`src/rfc_pkg.sv`:
```
// ----------------------------------------------------------------------------
// rfc_pkg
// Shared types, constants and the CRC-8 byte update for the response framer.
// ----------------------------------------------------------------------------
package rfc_pkg;

    localparam int unsigned BYTE_W      = 8;
    localparam int unsigned CAP_W       = 11;
    localparam int unsigned ENTRY_MAX   = 5;
    localparam int unsigned COUNT_W     = $clog2(ENTRY_MAX + 1);
    localparam int unsigned IDX_W       = $clog2(ENTRY_MAX);
    localparam int unsigned IN_DATA_W   = 4 * BYTE_W;

    // Largest payload length that a header may announce.
    localparam int unsigned PAYLOAD_MAX = 255;
    // Sync, code, status and length bytes plus the trailing CRC.
    localparam int unsigned HDR_AND_CRC = 5;

    localparam logic [BYTE_W-1:0] CRC_POLY = 8'h07;
    localparam logic [BYTE_W-1:0] CRC_TOP  = 8'h80;
    localparam logic [BYTE_W-1:0] CRC_INIT = 8'h00;

    // Configuration register indexes.
    localparam logic CFG_SYNC_BYTE   = 1'b0;
    localparam logic CFG_TX_CAPACITY = 1'b1;

    localparam logic [BYTE_W-1:0] SYNC_BYTE_RST   = 8'h00;
    localparam logic [CAP_W-1:0]  TX_CAPACITY_RST = 11'd260;

    // Input item kinds.
    localparam logic CMD_HEADER  = 1'b0;
    localparam logic CMD_PAYLOAD = 1'b1;

    // What one queued result entry does when it is sent.
    typedef enum logic [1:0] {
        KIND_DATA = 2'd0,  // send the byte and fold it into the CRC
        KIND_CRC  = 2'd1,  // send the running CRC and close the frame
        KIND_ERR  = 2'd2   // send the overflow marker
    } entry_kind_t;

    typedef struct packed {
        entry_kind_t       kind;
        logic [BYTE_W-1:0] value;
    } entry_t;

    // All results caused by one accepted item, in order.
    typedef struct packed {
        logic                        restart;  // first entry starts from CRC_INIT
        logic [COUNT_W-1:0]          count;
        entry_t [ENTRY_MAX-1:0]      entries;
    } bundle_t;

    // MSB-first CRC-8 update of one byte.
    function automatic logic [BYTE_W-1:0] crc8_feed(
        input logic [BYTE_W-1:0] crc,
        input logic [BYTE_W-1:0] b
    );
        logic [BYTE_W-1:0] c;
        c = crc ^ b;
        for (int k = 0; k < BYTE_W; k++) begin
            if ((c & CRC_TOP) != '0)
            begin
                c = (c << 1) ^ CRC_POLY;
            end
            else
            begin
                c = c << 1;
            end
        end
        return c;
    endfunction

endpackage

```
`src/rfc_frame_ctl.sv`:
```
// ----------------------------------------------------------------------------
// rfc_frame_ctl
// Frame bookkeeping: decides which results an accepted item causes.
// ----------------------------------------------------------------------------
module rfc_frame_ctl #(
    parameter int unsigned PAYLOAD_MAX = rfc_pkg::PAYLOAD_MAX
) (
    input  logic                           clk,
    input  logic                           rst_n,
    input  logic                           accept,
    input  logic                           command,
    input  logic [rfc_pkg::BYTE_W-1:0]     resp_code,
    input  logic [rfc_pkg::BYTE_W-1:0]     status_code,
    input  logic [rfc_pkg::BYTE_W-1:0]     payload_len,
    input  logic [rfc_pkg::BYTE_W-1:0]     data_byte,
    input  logic [rfc_pkg::BYTE_W-1:0]     sync_byte,
    input  logic [rfc_pkg::CAP_W-1:0]      tx_capacity,
    output rfc_pkg::bundle_t               bundle
);

    logic [rfc_pkg::BYTE_W-1:0] bytes_left_reg, bytes_left_next;
    logic                       discarding_reg, discarding_next;

    logic [rfc_pkg::BYTE_W:0]   frame_size;
    logic                       too_big;
    logic [rfc_pkg::BYTE_W-1:0] left_dec;

    assign frame_size = (rfc_pkg::BYTE_W+1)'(rfc_pkg::HDR_AND_CRC)
                        + {1'b0, payload_len};
    assign too_big    = ({(rfc_pkg::CAP_W-rfc_pkg::BYTE_W-1)'(0), frame_size} > tx_capacity)
                        || ({1'b0, payload_len} > (rfc_pkg::BYTE_W+1)'(PAYLOAD_MAX));
    assign left_dec   = bytes_left_reg - rfc_pkg::BYTE_W'(1);

    always_comb
    begin
        bundle          = '0;
        bytes_left_next = bytes_left_reg;
        discarding_next = discarding_reg;
        case (command)
            rfc_pkg::CMD_HEADER:
            begin
                // A header always opens a fresh frame and drops any open one.
                bundle.restart  = 1'b1;
                bytes_left_next = payload_len;
                if (too_big)
                begin
                    discarding_next              = (payload_len != '0);
                    bundle.count                 = rfc_pkg::COUNT_W'(1);
                    bundle.entries[0].kind       = rfc_pkg::KIND_ERR;
                end
                else
                begin
                    discarding_next              = 1'b0;
                    bundle.entries[0]            = '{rfc_pkg::KIND_DATA, sync_byte};
                    bundle.entries[1]            = '{rfc_pkg::KIND_DATA, resp_code};
                    bundle.entries[2]            = '{rfc_pkg::KIND_DATA, status_code};
                    bundle.entries[3]            = '{rfc_pkg::KIND_DATA, payload_len};
                    bundle.entries[4].kind       = rfc_pkg::KIND_CRC;
                    bundle.count = (payload_len == '0) ? rfc_pkg::COUNT_W'(5)
                                                       : rfc_pkg::COUNT_W'(4);
                end
            end
            rfc_pkg::CMD_PAYLOAD:
            begin
                if (bytes_left_reg != '0)
                begin
                    bytes_left_next = left_dec;
                    if (discarding_reg)
                    begin
                        discarding_next = (left_dec != '0);
                    end
                    else
                    begin
                        bundle.entries[0]      = '{rfc_pkg::KIND_DATA, data_byte};
                        bundle.entries[1].kind = rfc_pkg::KIND_CRC;
                        bundle.count = (left_dec == '0) ? rfc_pkg::COUNT_W'(2)
                                                        : rfc_pkg::COUNT_W'(1);
                    end
                end
            end
            default:
            begin
                bundle = '0;
            end
        endcase
    end

    always_ff @(posedge clk or negedge rst_n)
    begin
        if (!rst_n)
        begin
            bytes_left_reg <= '0;
            discarding_reg <= 1'b0;
        end
        else if (accept)
        begin
            bytes_left_reg <= bytes_left_next;
            discarding_reg <= discarding_next;
        end
    end

endmodule

```
`src/rfc_serializer.sv`:
```
// ----------------------------------------------------------------------------
// rfc_serializer
// Holds one item's results, sends them one per cycle while the output is not stalled, and runs the CRC.
// ----------------------------------------------------------------------------
module rfc_serializer (
    input  logic                       clk,
    input  logic                       rst_n,
    input  logic                       load,
    input  rfc_pkg::bundle_t           bundle,
    output logic                       can_load,
    output logic                       out_valid,
    input  logic                       out_ready,
    output logic [rfc_pkg::BYTE_W-1:0] out_byte,
    output logic                       out_last,
    output logic                       out_overflow
);

    rfc_pkg::bundle_t            pend_reg;
    logic [rfc_pkg::IDX_W-1:0]   idx_reg;
    logic [rfc_pkg::COUNT_W-1:0] cnt_reg;
    logic [rfc_pkg::BYTE_W-1:0]  crc_reg, crc_next;

    logic                        out_valid_reg;
    logic [rfc_pkg::BYTE_W-1:0]  out_byte_reg, out_byte_next;
    logic                        out_last_reg, out_last_next;
    logic                        out_ovf_reg, out_ovf_next;

    logic                        pend_has;
    logic                        out_free;
    logic                        move;
    logic                        on_final;
    rfc_pkg::entry_t             entry;
    logic [rfc_pkg::BYTE_W-1:0]  crc_base;

    assign pend_has = rfc_pkg::COUNT_W'(idx_reg) != cnt_reg;
    assign out_free = !out_valid_reg || out_ready;
    assign move     = pend_has && out_free;
    assign on_final = rfc_pkg::COUNT_W'(idx_reg)
                      == rfc_pkg::COUNT_W'(cnt_reg - rfc_pkg::COUNT_W'(1));
    assign can_load = !pend_has || (move && on_final);

    assign entry    = pend_reg.entries[idx_reg];
    assign crc_base = (pend_reg.restart && idx_reg == '0) ? rfc_pkg::CRC_INIT : crc_reg;

    always_comb
    begin
        out_byte_next = entry.value;
        out_last_next = 1'b0;
        out_ovf_next  = 1'b0;
        crc_next      = rfc_pkg::crc8_feed(crc_base, entry.value);
        case (entry.kind)
            rfc_pkg::KIND_DATA:
            begin
                out_last_next = 1'b0;
            end
            rfc_pkg::KIND_CRC:
            begin
                out_byte_next = crc_base;
                out_last_next = 1'b1;
                crc_next      = rfc_pkg::CRC_INIT;
            end
            rfc_pkg::KIND_ERR:
            begin
                out_byte_next = '0;
                out_last_next = 1'b1;
                out_ovf_next  = 1'b1;
                crc_next      = rfc_pkg::CRC_INIT;
            end
            default:
            begin
                crc_next = rfc_pkg::CRC_INIT;
            end
        endcase
    end

    always_ff @(posedge clk or negedge rst_n)
    begin
        if (!rst_n)
        begin
            idx_reg       <= '0;
            cnt_reg       <= '0;
            crc_reg       <= rfc_pkg::CRC_INIT;
            out_valid_reg <= 1'b0;
        end
        else
        begin
            if (load)
            begin
                idx_reg <= '0;
                cnt_reg <= bundle.count;
            end
            else if (move)
            begin
                idx_reg <= rfc_pkg::IDX_W'(idx_reg + rfc_pkg::IDX_W'(1));
            end
            if (move)
            begin
                crc_reg <= crc_next;
            end
            if (out_free)
            begin
                out_valid_reg <= move;
            end
        end
    end

    always_ff @(posedge clk)
    begin
        if (load)
        begin
            pend_reg <= bundle;
        end
        if (move)
        begin
            out_byte_reg <= out_byte_next;
            out_last_reg <= out_last_next;
            out_ovf_reg  <= out_ovf_next;
        end
    end

    assign out_valid    = out_valid_reg;
    assign out_byte     = out_byte_reg;
    assign out_last     = out_last_reg;
    assign out_overflow = out_ovf_reg;

endmodule

```
`src/response_framer_crc8.sv`:
```
// ----------------------------------------------------------------------------
// response_framer_crc8
// Serialises response frames with a trailing CRC-8 (polynomial 0x07).
// ----------------------------------------------------------------------------
// The slave channel takes one request per item: s_tuser selects a header
// (0) or a payload byte (1). A header request yields sync byte, response
// code, status and length, followed by the CRC when the length is zero; a
// payload request yields its byte, and the last one of a frame is followed
// by the CRC. A frame larger than tx_capacity, or a length above PAYLOAD_MAX,
// yields one result with m_tuser (overflow) and m_tlast high, and its
// payload requests are dropped. The master channel carries one frame byte
// per transfer, m_tlast marking the CRC byte or the overflow result.
// The first result passes through the result queue and the output register.
// Results leave at one per cycle while the receiver does not stall; the
// single output port sets this rate. A request yields 0 to 5 results; one
// that yields none leaves the queue empty. Payload requests thus stream at
// the same rate. The next request is taken in the cycle that the final
// queued result moves to the output register. When the receiver stalls, the
// output register and the queued results hold, and s_tready stays low until
// the final queued result can move on. Reset clears the frame state, the
// queue and the output register, and loads sync_byte with 0 and tx_capacity
// with 260. The configuration channel is always ready; the user must write
// it only while the block is idle, which the block itself does not enforce.
// ----------------------------------------------------------------------------
module response_framer_crc8 #(
    parameter int unsigned PAYLOAD_MAX = rfc_pkg::PAYLOAD_MAX
) (
    input  logic                          clk,
    input  logic                          rst_n,
    // Configuration writes.
    input  logic                          cfg_valid,
    output logic                          cfg_ready,
    input  logic                          cfg_index,
    input  logic [rfc_pkg::CAP_W-1:0]     cfg_data,
    // Input requests.
    input  logic                          s_tvalid,
    output logic                          s_tready,
    // [7:0] resp_code, [15:8] status_code, [23:16] payload_len, [31:24] data_byte
    input  logic [rfc_pkg::IN_DATA_W-1:0] s_tdata,
    // [0] command
    input  logic                          s_tuser,
    // Output frame bytes.
    output logic                          m_tvalid,
    input  logic                          m_tready,
    // [7:0] out_byte
    output logic [rfc_pkg::BYTE_W-1:0]    m_tdata,
    // last
    output logic                          m_tlast,
    // [0] overflow
    output logic                          m_tuser
);

    logic [rfc_pkg::BYTE_W-1:0] sync_byte_reg;
    logic [rfc_pkg::CAP_W-1:0]  tx_capacity_reg;
    logic                       accept;
    logic                       can_load;
    rfc_pkg::bundle_t           bundle;

    // Configuration registers; the write channel never stalls.
    assign cfg_ready = 1'b1;

    always_ff @(posedge clk or negedge rst_n)
    begin
        if (!rst_n)
        begin
            sync_byte_reg   <= rfc_pkg::SYNC_BYTE_RST;
            tx_capacity_reg <= rfc_pkg::TX_CAPACITY_RST;
        end
        else if (cfg_valid)
        begin
            case (cfg_index)
                rfc_pkg::CFG_SYNC_BYTE:
                begin
                    sync_byte_reg <= cfg_data[rfc_pkg::BYTE_W-1:0];
                end
                rfc_pkg::CFG_TX_CAPACITY:
                begin
                    tx_capacity_reg <= cfg_data;
                end
                default:
                begin
                    sync_byte_reg <= sync_byte_reg;
                end
            endcase
        end
    end

    // A request is taken whenever the result queue is empty or drains its
    // final entry into the output register in this cycle.
    assign s_tready = can_load;
    assign accept   = s_tvalid && can_load;

    rfc_frame_ctl #(
        .PAYLOAD_MAX (PAYLOAD_MAX)
    ) u_frame_ctl (
        .clk         (clk),
        .rst_n       (rst_n),
        .accept      (accept),
        .command     (s_tuser),
        .resp_code   (s_tdata[7:0]),
        .status_code (s_tdata[15:8]),
        .payload_len (s_tdata[23:16]),
        .data_byte   (s_tdata[31:24]),
        .sync_byte   (sync_byte_reg),
        .tx_capacity (tx_capacity_reg),
        .bundle      (bundle)
    );

    // The queue keeps the running CRC, folding in each data byte as it is
    // moved into the output register.
    rfc_serializer u_serializer (
        .clk          (clk),
        .rst_n        (rst_n),
        .load         (accept),
        .bundle       (bundle),
        .can_load     (can_load),
        .out_valid    (m_tvalid),
        .out_ready    (m_tready),
        .out_byte     (m_tdata),
        .out_last     (m_tlast),
        .out_overflow (m_tuser)
    );

endmodule
```
`config.mk`:
```
export PLATFORM = sky130hd
export DESIGN_NAME = response_framer_crc8
export DESIGN_NICKNAME = d
export VERILOG_FILES = /design/src/rfc_pkg.sv /design/src/rfc_frame_ctl.sv /design/src/rfc_serializer.sv /design/src/response_framer_crc8.sv
export SDC_FILE = /design/constraint.sdc
export NUM_CORES = 1
export LEC_CHECK = 0
export ABC_AREA = 1
export BUFFER_PORTS_ARGS = -buffer_cell sky130_fd_sc_hd__buf_4
export CAP_MARGIN = 20
export CORE_UTILIZATION = 59
export DETAILED_ROUTE_END_ITERATION = 12
export GPL_TIMING_DRIVEN = 0
export PLACE_DENSITY = 0.83
export SLEW_MARGIN = 40
export SYNTH_ARGS = -nofsm -noshare
export SYNTH_HDL_FRONTEND = slang
export SYNTH_SLANG_ARGS = --single-unit
```
`constraint.sdc`:
```
create_clock -name clk -period 2.8 [get_ports clk]
set_input_delay 0.14 -clock clk [delete_from_list [all_inputs] [get_ports clk]]
set_output_delay 0.14 -clock clk [all_outputs]
set_load 0.05 [all_outputs]
```
# --- Yosys cells after proc, flatten, opt, wreduce, memory -nomap -nowiden ---
# Cells that the tools add are included.
word_totals:
  reg_bits: 96
  in_bits: 50
  output_inout_bits: 13
  elab_cells: 103
classes:
  add_sub_neg: 4
  magnitude_cmp: 2
  n_eq_ne: 5
  mux: 39
  n_bitwise: 11
  reduce_logical: 21
op_table:
  columns: ["cell", "n"]
  rows:
  - ["8-bit two-way mux", 5]
  - ["3-bit two-way mux", 13]
  - ["8-bit one-hot mux with 2 select lines", 2]
  - ["10-bit binary-select mux with 3-bit select", 1]
  - ["3-bit inverter", 8]
  - ["8-bit nonzero test", 3]
  - ["10-bit two-way mux", 2]
  - ["10-bit one-hot mux with 2 select lines", 1]
  - ["8-bit zero test", 2]
  - ["9-bit by 11-bit > comparator with 1-bit output", 1]
  - ["3-bit by 8-bit adder with 9-bit output (first input constant)", 1]
  - ["1-bit two-way mux", 9]
  - ["8-bit by 1-bit subtractor with 8-bit output (second input constant)", 1]
  - ["8-bit bitwise XOR", 1]
  - ["2-bit two-way mux", 3]
  - ["3-bit one-hot mux with 2 select lines", 1]
  - ["2-bit AND reduction", 3]
  - ["1-bit logical AND", 4]
  - ["3-bit by 4-bit < comparator with 1-bit output (second input constant)", 1]
  - ["2-bit one-hot mux with 2 select lines", 1]
  - ["2-bit OR reduction", 2]
  - ["3-bit by 1-bit adder with 3-bit output (second input constant)", 1]
  - ["3-bit == test", 1]
  - ["3-bit zero test", 1]
  - ["11 further kinds", 14]

# --- Depth between registers and ports, before layout ---
# Gate-level depths: netlist of run 1.
logic_depth:
  ltp_word: 21
  ltp_mapped: 17
  ltp_nobuf: 16

# --- Cells and area by module ---
# From an unflattened synthesis of run 1, not the netlist that was laid out.
hier_totals:
  hier_cells: 685
  area_unflattened_um2: 5885.6
modules_own_cells:
  columns: ["mod", "n_inst", "cells_each", "area_per_inst_um2", "seq_area_each_um2"]
  rows:
  - ["rfc_serializer", 1, 334, 3544.6, 2207.1]
  - ["rfc_frame_ctl", 1, 264, 1556.5, 225.2]
  - ["response_framer_crc8", 1, 87, 784.5, 478.0]

# --- Worst setup path before layout of run 1 ---
# No wires, ideal clock.
synth_timing:
  kind: "register to register"
  start: "register u_serializer.out_valid_reg (netlist: u_serializer.out_valid)"
  end: "register u_serializer.pend_reg[0] (netlist name), enable pin"
  setup_time_ns: 0.395
  arrival_time_ns: 2.229
  required_time_ns: 2.405
  path_slack_ns: 0.176
  path_stages_with_launch: 10
  path_buffers: 0
  synth_period_minus_slack_ns: 2.624
  cell_sequence: "dfrtp_1 -> inv_1 -> nor2_1 -> inv_1 -> o21ai_0 -> a21oi_1 -> nand3b_1 -> nand2_2 -> nand2_4 -> inv_1"
synth_between:
  elab_chain_len: 6
synth_lines:
  columns: ["item", "line", "source"]
  rows:
  - ["start, declared", "rfc_serializer.sv:23", "logic out_valid_reg;"]
  - ["start signal, assigned", "rfc_serializer.sv:102", "out_valid_reg <= move;"]
  - ["1-bit zero test", "rfc_serializer.sv:36", "assign out_free = !out_valid_reg || out_ready;"]
  - ["1-bit logical OR", "rfc_serializer.sv:36", null]
  - ["1-bit logical AND", "rfc_serializer.sv:37", "assign move = pend_has && out_free;"]
  - ["1-bit logical AND", "rfc_serializer.sv:40", "assign can_load = !pend_has || (move && on_final);"]
  - ["1-bit logical OR", "rfc_serializer.sv:40", null]
  - ["named net s_tready", "response_framer_crc8.sv:37", "output logic s_tready,"]
  - ["1-bit logical AND", "response_framer_crc8.sv:91", "assign accept = s_tvalid && can_load;"]
  - ["named net accept", "response_framer_crc8.sv:55", "logic accept;"]
  - ["end signal, assigned", "rfc_serializer.sv:111", "pend_reg <= bundle;"]
  - ["end, declared", "rfc_serializer.sv:18", "rfc_pkg::bundle_t pend_reg;"]
# The timed path passes the listed nets, and every way through them passes these cells.
# A chain may end at the register's enable or synchronous reset.

# --- Worst setup path in the final report of run 1 ---
layout_timing:
  start: "register u_serializer.idx_reg[0] (netlist name)"
  end: "register u_serializer.out_byte_reg (netlist bit u_serializer.out_byte[3]) (data pin)"
layout_between:
  elab_chain_len: 4
  word_cells_on_any_way: 8
  cone_classes: "eq/ne (2); mux (4); reduce/logical (2)"
layout_lines:
  columns: ["item", "line", "source"]
  rows:
  - ["start, declared", "rfc_serializer.sv:19", "logic [rfc_pkg::IDX_W-1:0] idx_reg;"]
  - ["start signal, assigned", "rfc_serializer.sv:94", "idx_reg <= rfc_pkg::IDX_W'(idx_reg + rfc_pkg::IDX_W'(1));"]
  - ["10-bit binary-select mux with 3-bit select / 3-bit zero test (equally long branches)", "rfc_serializer.sv:42, rfc_serializer.sv:43", null]
  - ["10-bit two-way mux (not written as such) / 1-bit logical AND (equally long branches)", "rfc_serializer.sv:42, rfc_serializer.sv:43", null]
  - ["2-bit == test (tied with other cells)", "rfc_serializer.sv:51", "case (entry.kind)"]
  - ["8-bit one-hot mux with 2 select lines *", "rfc_serializer.sv:51", null]
  - ["named net u_serializer.out_byte_next (one bit)", "rfc_serializer.sv:24", "logic [rfc_pkg::BYTE_W-1:0] out_byte_reg, out_byte_next;"]
  - ["end signal, assigned", "rfc_serializer.sv:115", "out_byte_reg <= out_byte_next;"]
  - ["end, declared", "rfc_serializer.sv:24", null]
# Mark *: on every way through the listed nets, which the timed path passes. The rest lies on a longest branch. The select of a mux whose other input is x is not followed.

==> impl_metrics.tcl, run 1 <==
set metrics [dict create \
    fin_crit_ps 2544 \
    wl_per_cell_um 14.23 \
    fin_crit_sh 0.9086 \
    endpoint_kind "flop" \
    min_from "cfg_data[9]" \
    hold_violations 0 \
    fmax_mhz 393.1 \
    top_layer "met4" \
    drt_iter0_drc 243 \
    synth_top_cell_area_share 0.2693 \
    dp_slack_ps -141.7 \
    die_h_um 95.25 \
    cts_max_path_buffers 2 \
    met3WireLength_um 506 \
    reg2reg_depth 9 \
    holdPathStages 2 \
    place.gp.congestion 0.9087 \
    met1_length_mm 4.864 \
    die_w_um 95.25 \
    largest_reg_flops 36 \
    vias 4296 \
    timing.rr.start "u_serializer.idx_reg[0]" \
    rows 33 \
    arrival_ps 2720 \
    root_buffer "clkbuf_8" \
    clkSinkCount 89 \
    final_cell_mix "182 x nand2_1, 88 x inv_1, 65 x buf_4" \
    synthTopCellsByArea "edfxtp_1 27%, dfrtp_1 20%, nand2_1 13%" \
    crit_path_start_kind "flop" \
    switchingPower_w 0.003551 \
    grt_pass1_wl_mm 18.57 \
    clkPwrFrac 0.132 \
    final_common_cell "nand2_1" \
    synth.distinct_cells 40 \
    cts_made_buffers 9 \
    drv_cap 0 \
    ys_seq_area_frac 0.4795 \
    sw_frac_of_total 0.4793 \
    finalClockSkew_ps 17.34 \
    layout_setup_ws_ps 255.9 \
    drc 0 \
    diodes 0 \
    critPathRequiredTime_ps 2970 \
    synth_cells 626 \
    syn_nets 695 \
    grt_max_degree 44 \
    hold_path.class "primary input to flop" \
    syn_area_mm2 0.005130 \
    nets 769 \
    crit_type "flop to flop" \
    totalWireLength_mm 11.53 \
    p_leak_nw 2.985 \
    first_pass_iters 4 \
    postSynthAreaPerCell_um2 8.195 \
    synth-seq-cells 89 \
    numPortBuffers 61 \
    critPathMaxFanout 10 \
    worst_hold_slack_ps 17.06 \
    antenna_found_initial 0 \
    grt_pass1_vias 4100 \
    relSlewSlack 0.5600 \
    reg2reg_slack_ps 260 \
    layout-drive-gt1-share 0.1759 \
    setup_viol 0 \
    drv_slew 0 \
    dieArea_mm2 0.009072 \
    p_seq_frac 0.306 \
    ant_nets 0 \
    start_util 0.6181 \
    io_pins 63 \
    place_hpwl_mm 8.707 \
    synth_area_leader_cell "edfxtp_1" \
    synth_warnings 0 \
    status "finished, final reports clean" \
    area_growth_pct 16.44 \
    internal_power_w 0.003858 \
    tightest_slew_ps 659.2 \
    finalSetupTns_ps 0 \
    met2_length_mm 5.919 \
    reg2reg_to "u_serializer.out_byte[3]" \
    grtUsageTotal 0.2718 \
    hold_path_end "tx_capacity_reg[9]" \
    p_per_area_mw_per_mm2 1240 \
    viasPerCell 5.304 \
    clk_latency_ps 370 \
    cts_tree "yes" \
    combPwrFrac 0.562 \
    grt-ovfl-total 0 \
    ir_worst_vdd_mv 0.7265 \
    clk_pin_slew_ps 100 \
    h-tree-depth 3 \
    core_mm2 0.008299 \
]
## worst max path at each step
stage | from | endpoint | slack (ps) | cells after the start
final | u_serializer.idx_reg[0] | u_serializer.out_byte[3] | 260 | 9
after global routing | s_tdata[16] | u_serializer.pend_reg[0] | -50 | 17
after CTS | u_serializer.idx_reg[2] | u_serializer.out_byte[3] | 7 | 8
after detailed placement | s_tdata[16] | u_serializer.pend_reg[0] | -140 | 17
after global placement | s_tdata[16] | u_serializer.pend_reg[0] | -100 | 17
after floorplan | u_serializer.out_valid | u_serializer.pend_reg[0] | 180 | 9
## cell type report
type | instances | area [um2]
sequential | 89 | 2460
timing repair buffer | 64 | 485.5
buffer | 18 | 127.6
tap | 105 | 131.4
clock inverter | 6 | 78.83
fill | 654 | 2326
clock buffer | 10 | 137.6
multi-input combinational | 423 | 2185
inverter | 95 | 367.9
## layer usage
| layer | global-route usage | up-vias |
|---|---|---|
| li1 | - | 2135 |
| met1 | 0.3325 | 2020 |
| met2 | 0.4887 | 121 |
| met3 | 0.03349 | 20 |
| met4 | 0.09975 | 0 |
| met5 | 0 | - |
## power by group through the flow
stage	logic, W	registers, W	clock network, W
2_1_floorplan	0.00288	0.00251	0
3_3_place_gp	0.00401	0.00228	0
3_5_place_dp	0.00412	0.00229	0
4_1_cts	0.00415	0.00227	0.000988
5_1_grt	0.00466	0.00231	0.00103
6_report	0.00416	0.00227	0.000976
## cells by family (layout without fill, tap and decap cells)
kind of cell	count (synthesis)	in the layout	synth area share
AND/OR/NAND/NOR	309	309	0.2546
buffers and inverters	114	193	0.09561
flip-flops	89	89	0.4795
AO/OA/AOI/OAI	70	70	0.07463
XOR/XNOR	22	22	0.04415
adder cells (fa/ha/maj)	19	19	0.04634
multiplexers	2	2	0.004390
other	1	1	0.0007310
## stage by stage
step / util / instance area (um2) / total power [W] / std cells
4_1_cts: 0.7176 / 5956 / 0.007403 / 810
3_5_place_dp: 0.6891 / 5719 / 0.006413 / 792
5_1_grt: 0.7197 / 5973 / 0.008001 / 810
3_3_place_gp: 0.6891 / 5719 / 0.006295 / 792
6_report: 0.7197 / 5973 / 0.007410 / 810
2_1_floorplan: - / 5130 / 0.005391 / 626
## worst max-delay path, stage by stage (launching register included)
cell      delay (ps)
dfrtp_1          410
buf_6            160
inv_4             70
buf_6            130
a22o_1           140
nand3_1          110
ha_1             330
clkbuf_1         360
nand2_1          300
o22ai_1          340
## synthesized netlist by cell type, drive strengths merged
cell and count:
inv 94, edfxtp 46, nor2 54, nand3 43
xor2 15, nor3 6, nand2 197, dfrtp 41
o211ai 1, mux2 2, nor3b 1, o21ai 50
o22ai 9, ha 19, conb 1, a22o 1
o311ai 1, clkbuf 6, nor4 1, nand3b 1
xnor2 7, a21oi 8, buf 13, nand4 6
dfstp 2, clkinv 1
## repair_timing
item / 4_1_cts / 5_1_grt
hold buffers: 2 / 0
endpoints found under the hold margin: 42 / 0
setup endpoints to repair: 0 / 17
resized for setup: 0 / 4
setup buffers: 0 / 1
No activity file was read; power rests on OpenSTA's default activity.
==> run 2, diff against run 1 <==
ABC_AREA = unset   (was 1)
CORE_UTILIZATION = 58   (was 59)
PLACE_DENSITY = 0.82   (was 0.83)
==> run 2 against run 1 <==
Compared with the run above:
- clock power down 2.9%
- synthesized area fell by 5.8%
- via count fell by 22%
- register-to-register slack lost 140 ps
- count of clock-buffer cells in the layout is 1 lower
- sequential cell count is the same
- critical endpoint is now u_serializer.crc_reg[2]
- highest routed layer unchanged
==> impl_metrics.tcl, run 2 <==
set metrics [dict create \
    cts_max_path_buffers 2 \
    min_from "cfg_data[9]" \
    critPathMaxFanout 5 \
    place_hpwl_mm 7.380 \
    first_pass_iters 4 \
    cp.buffers_inverters 0 \
    drt_iter0_drc 220 \
    endpoint_kind "flop" \
    dieArea_mm2 0.008698 \
    clkSinkCount 89 \
    clk_pin_slew_ps 110 \
    grt-ovfl-total 0 \
    drv_slew 0 \
    ys_seq_area_frac 0.5092 \
    root_buffer "clkbuf_8" \
    combPwrFrac 0.549 \
    start_util 0.6125 \
    cts_setup_buffers 0 \
    final_common_cell "buf_4" \
    hold_violations 0 \
    numPortBuffers 58 \
    p_leak_nw 2.442 \
    slowest_stage "mux4_1" \
    place.gp.congestion 0.8362 \
    ir_worst_vdd_mv 0.4713 \
    synthTopCellsByArea "edfxtp_1 29%, dfrtp_1 21%, xnor2_1 5.3%" \
    clk_latency_ps 370 \
    totalWireLength_mm 10.27 \
    finalSetupTns_ps 0 \
    nets 542 \
    arrival_ps 2980 \
    dp_slack_ps -303.4 \
    synth-seq-cells 89 \
    grt_pass1_vias 3537 \
    layout-drive-gt1-share 0.2510 \
    path_cells "mux4_1 -> xor2_1 -> mux2i_1 -> xnor2_1 -> xor2_2 -> xnor3_1 -> o221ai_2" \
    wl_per_cell_um 17.71 \
    cts_made_buffers 9 \
    relSlewSlack 0.4580 \
    p_total_w 0.007272 \
    rsz0062_at_grt "false" \
    timing.rr.start "u_serializer.idx_reg[0]" \
    rows 32 \
    area_growth_pct 16.50 \
    synth_cells 403 \
    crit_type "flop to flop" \
    layout.cells.non_filler 580 \
    layout_setup_ws_ps 115.9 \
    nFillCells 544 \
    vias 3342 \
    p_seq_frac 0.321 \
    sw_frac_of_total 0.4179 \
    antenna_found_initial 0 \
    postSynthAreaPerCell_um2 11.99 \
    place_area_mm2 0.005403 \
    ys_top_cells_by_count "46 x edfxtp_1, 41 x dfrtp_1, 33 x nand2_1, 29 x xnor2_1, 24 x and3_1" \
    seqCellArea_mm2 0.002461 \
    fin_crit_ps 2684 \
    final_cell_mix "61 x buf_4, 46 x edfxtp_1, 40 x dfrtp_1" \
    core_mm2 0.007888 \
    grt_pass1_wl_mm 17.07 \
    critPathTopFamily "XOR/XNOR gates" \
    fmax_mhz 372.6 \
    grt_max_degree 46 \
    drc 0 \
    switchingPower_w 0.003039 \
    synth_most_common_cell "edfxtp_1" \
    tightest_slew_ps 808.6 \
    synth_ff_type "edfxtp_1" \
    multi_input_area_mm2 0.002208 \
    placedCellCount 563 \
    h-tree-depth 3 \
    hold_path.class "primary input to flop" \
    synth_top_cell_area_share 0.2859 \
    finalClockSkew_ps 16.43 \
    ant_nets 0 \
    die_w_um 93.27 \
    synth-edff-count 46 \
    fin_crit_sh 0.9586 \
    critPathLaunch "u_serializer.idx_reg[0]" \
    die_h_um 93.27 \
    drv_cap 0 \
    status "finished, final reports clean" \
    crit_path_start_kind "flop" \
    io_pins 63 \
    synth_async_sr_flop_share 0.4831 \
    setup_viol 0 \
    synth_area_leader_cell "edfxtp_1" \
    synth_warnings 0 \
    cp_slowest_stage_delay_ps 680 \
    critPathRequiredTime_ps 3100 \
    grtUsageTotal 0.2599 \
    design_area_mm2 0.005628 \
    syn_nets 472 \
    clkPwrFrac 0.130 \
    internal_power_w 0.004233 \
    largest_reg_flops 36 \
    cts_tree "yes" \
    diodes 0 \
    viasPerCell 5.762 \
    syn_area_mm2 0.004831 \
    p_per_area_mw_per_mm2 1292 \
    synth.distinct_cells 53 \
]
-- run 2: cell types whose count changed after synthesis, sizes merged, moves of 24 or more --
cell,before,now
nand2,197,33
inv,94,19
nor2,54,16
nand3,43,8
o21ai,50,18
and3,0,24
-- run 2: layout make-up --
cell class                      instances  area share
Buffer                                 19     0.01690
Clock buffer                            9     0.02201
Clock inverter                          7     0.01445
Inverter                               21     0.01512
Multi-Input combinational cell        274      0.3924
Sequential cell                        89      0.4373
Tap cell                              102     0.02268
Timing Repair Buffer                   59     0.07915
-- run 2: kinds of logic after synthesis --
group	count (synthesis)	share of synthesized area
simple gates	112	0.1220
flops	89	0.5092
compound gates	65	0.09091
xor+xnor	45	0.09065
buf+inv	40	0.03600
mux	32	0.1013
fa+ha+maj	19	0.04921
other cells	1	0.0007763
-- run 2: power groups by stage --
stage / Sequential, W / Combinational, W / Clock (W)
after floorplan: 0.00254 / 0.00289 / 0
after global placement: 0.00233 / 0.00377 / 0
after detailed placement: 0.00236 / 0.00396 / 0
after CTS: 0.00233 / 0.00400 / 0.000957
after global routing: 0.00238 / 0.00437 / 0.00102
final: 0.00233 / 0.00399 / 0.000948
-- run 2: path summary, 6_finish.rpt --
kind                                            endpoint  slack (ps)  depth (start not counted)
hold / removal                        tx_capacity_reg[9]          10                          2
min in group asynchronous        u_serializer.crc_reg[2]         290                          2
setup / recovery                 u_serializer.crc_reg[2]         120                          7
setup reg to reg                 u_serializer.crc_reg[2]         120                          7
hold reg to reg                       tx_capacity_reg[4]         520                          1
max in group asynchronous  u_frame_ctl.bytes_left_reg[0]        2080                          2
-- run 2: what timing repair did --
action / CTS / global route
hold buffers: 1 / 0
gates resized for setup: 2 / 6
endpoints found under the setup margin: 11 / 35
hold endpoints to repair: 41 / 0
-- run 2: stage by stage --
step / utilization / hold slack (ps)
global placement: 0.6840 / 173.8
detailed placement: 0.6850 / 178.9
finish: 0.7135 / 10.45
CTS: 0.7124 / 4.733
floorplan: - / -155.6
global route: 0.7135 / 14.22
-- run 2: worst register-to-register path, stage by stage (launching register included) --
cell and delay [ps]:
dfrtp_2 480, mux4_1 680, xor2_1 200, mux2i_1 240, xnor2_1 210, xor2_2 250, xnor3_1 380, o221ai_2 170
-- run 2: metal layers --
metal | GRT usage | up-vias | wire, um
met2 | 0.4596 | 91 | 5406
met3 | 0.03008 | 23 | 345
met1 | 0.3200 | 1630 | 4273
li1 | - | 1598 | -
met5 | 0 | - | 0
met4 | 0.1154 | 0 | 247
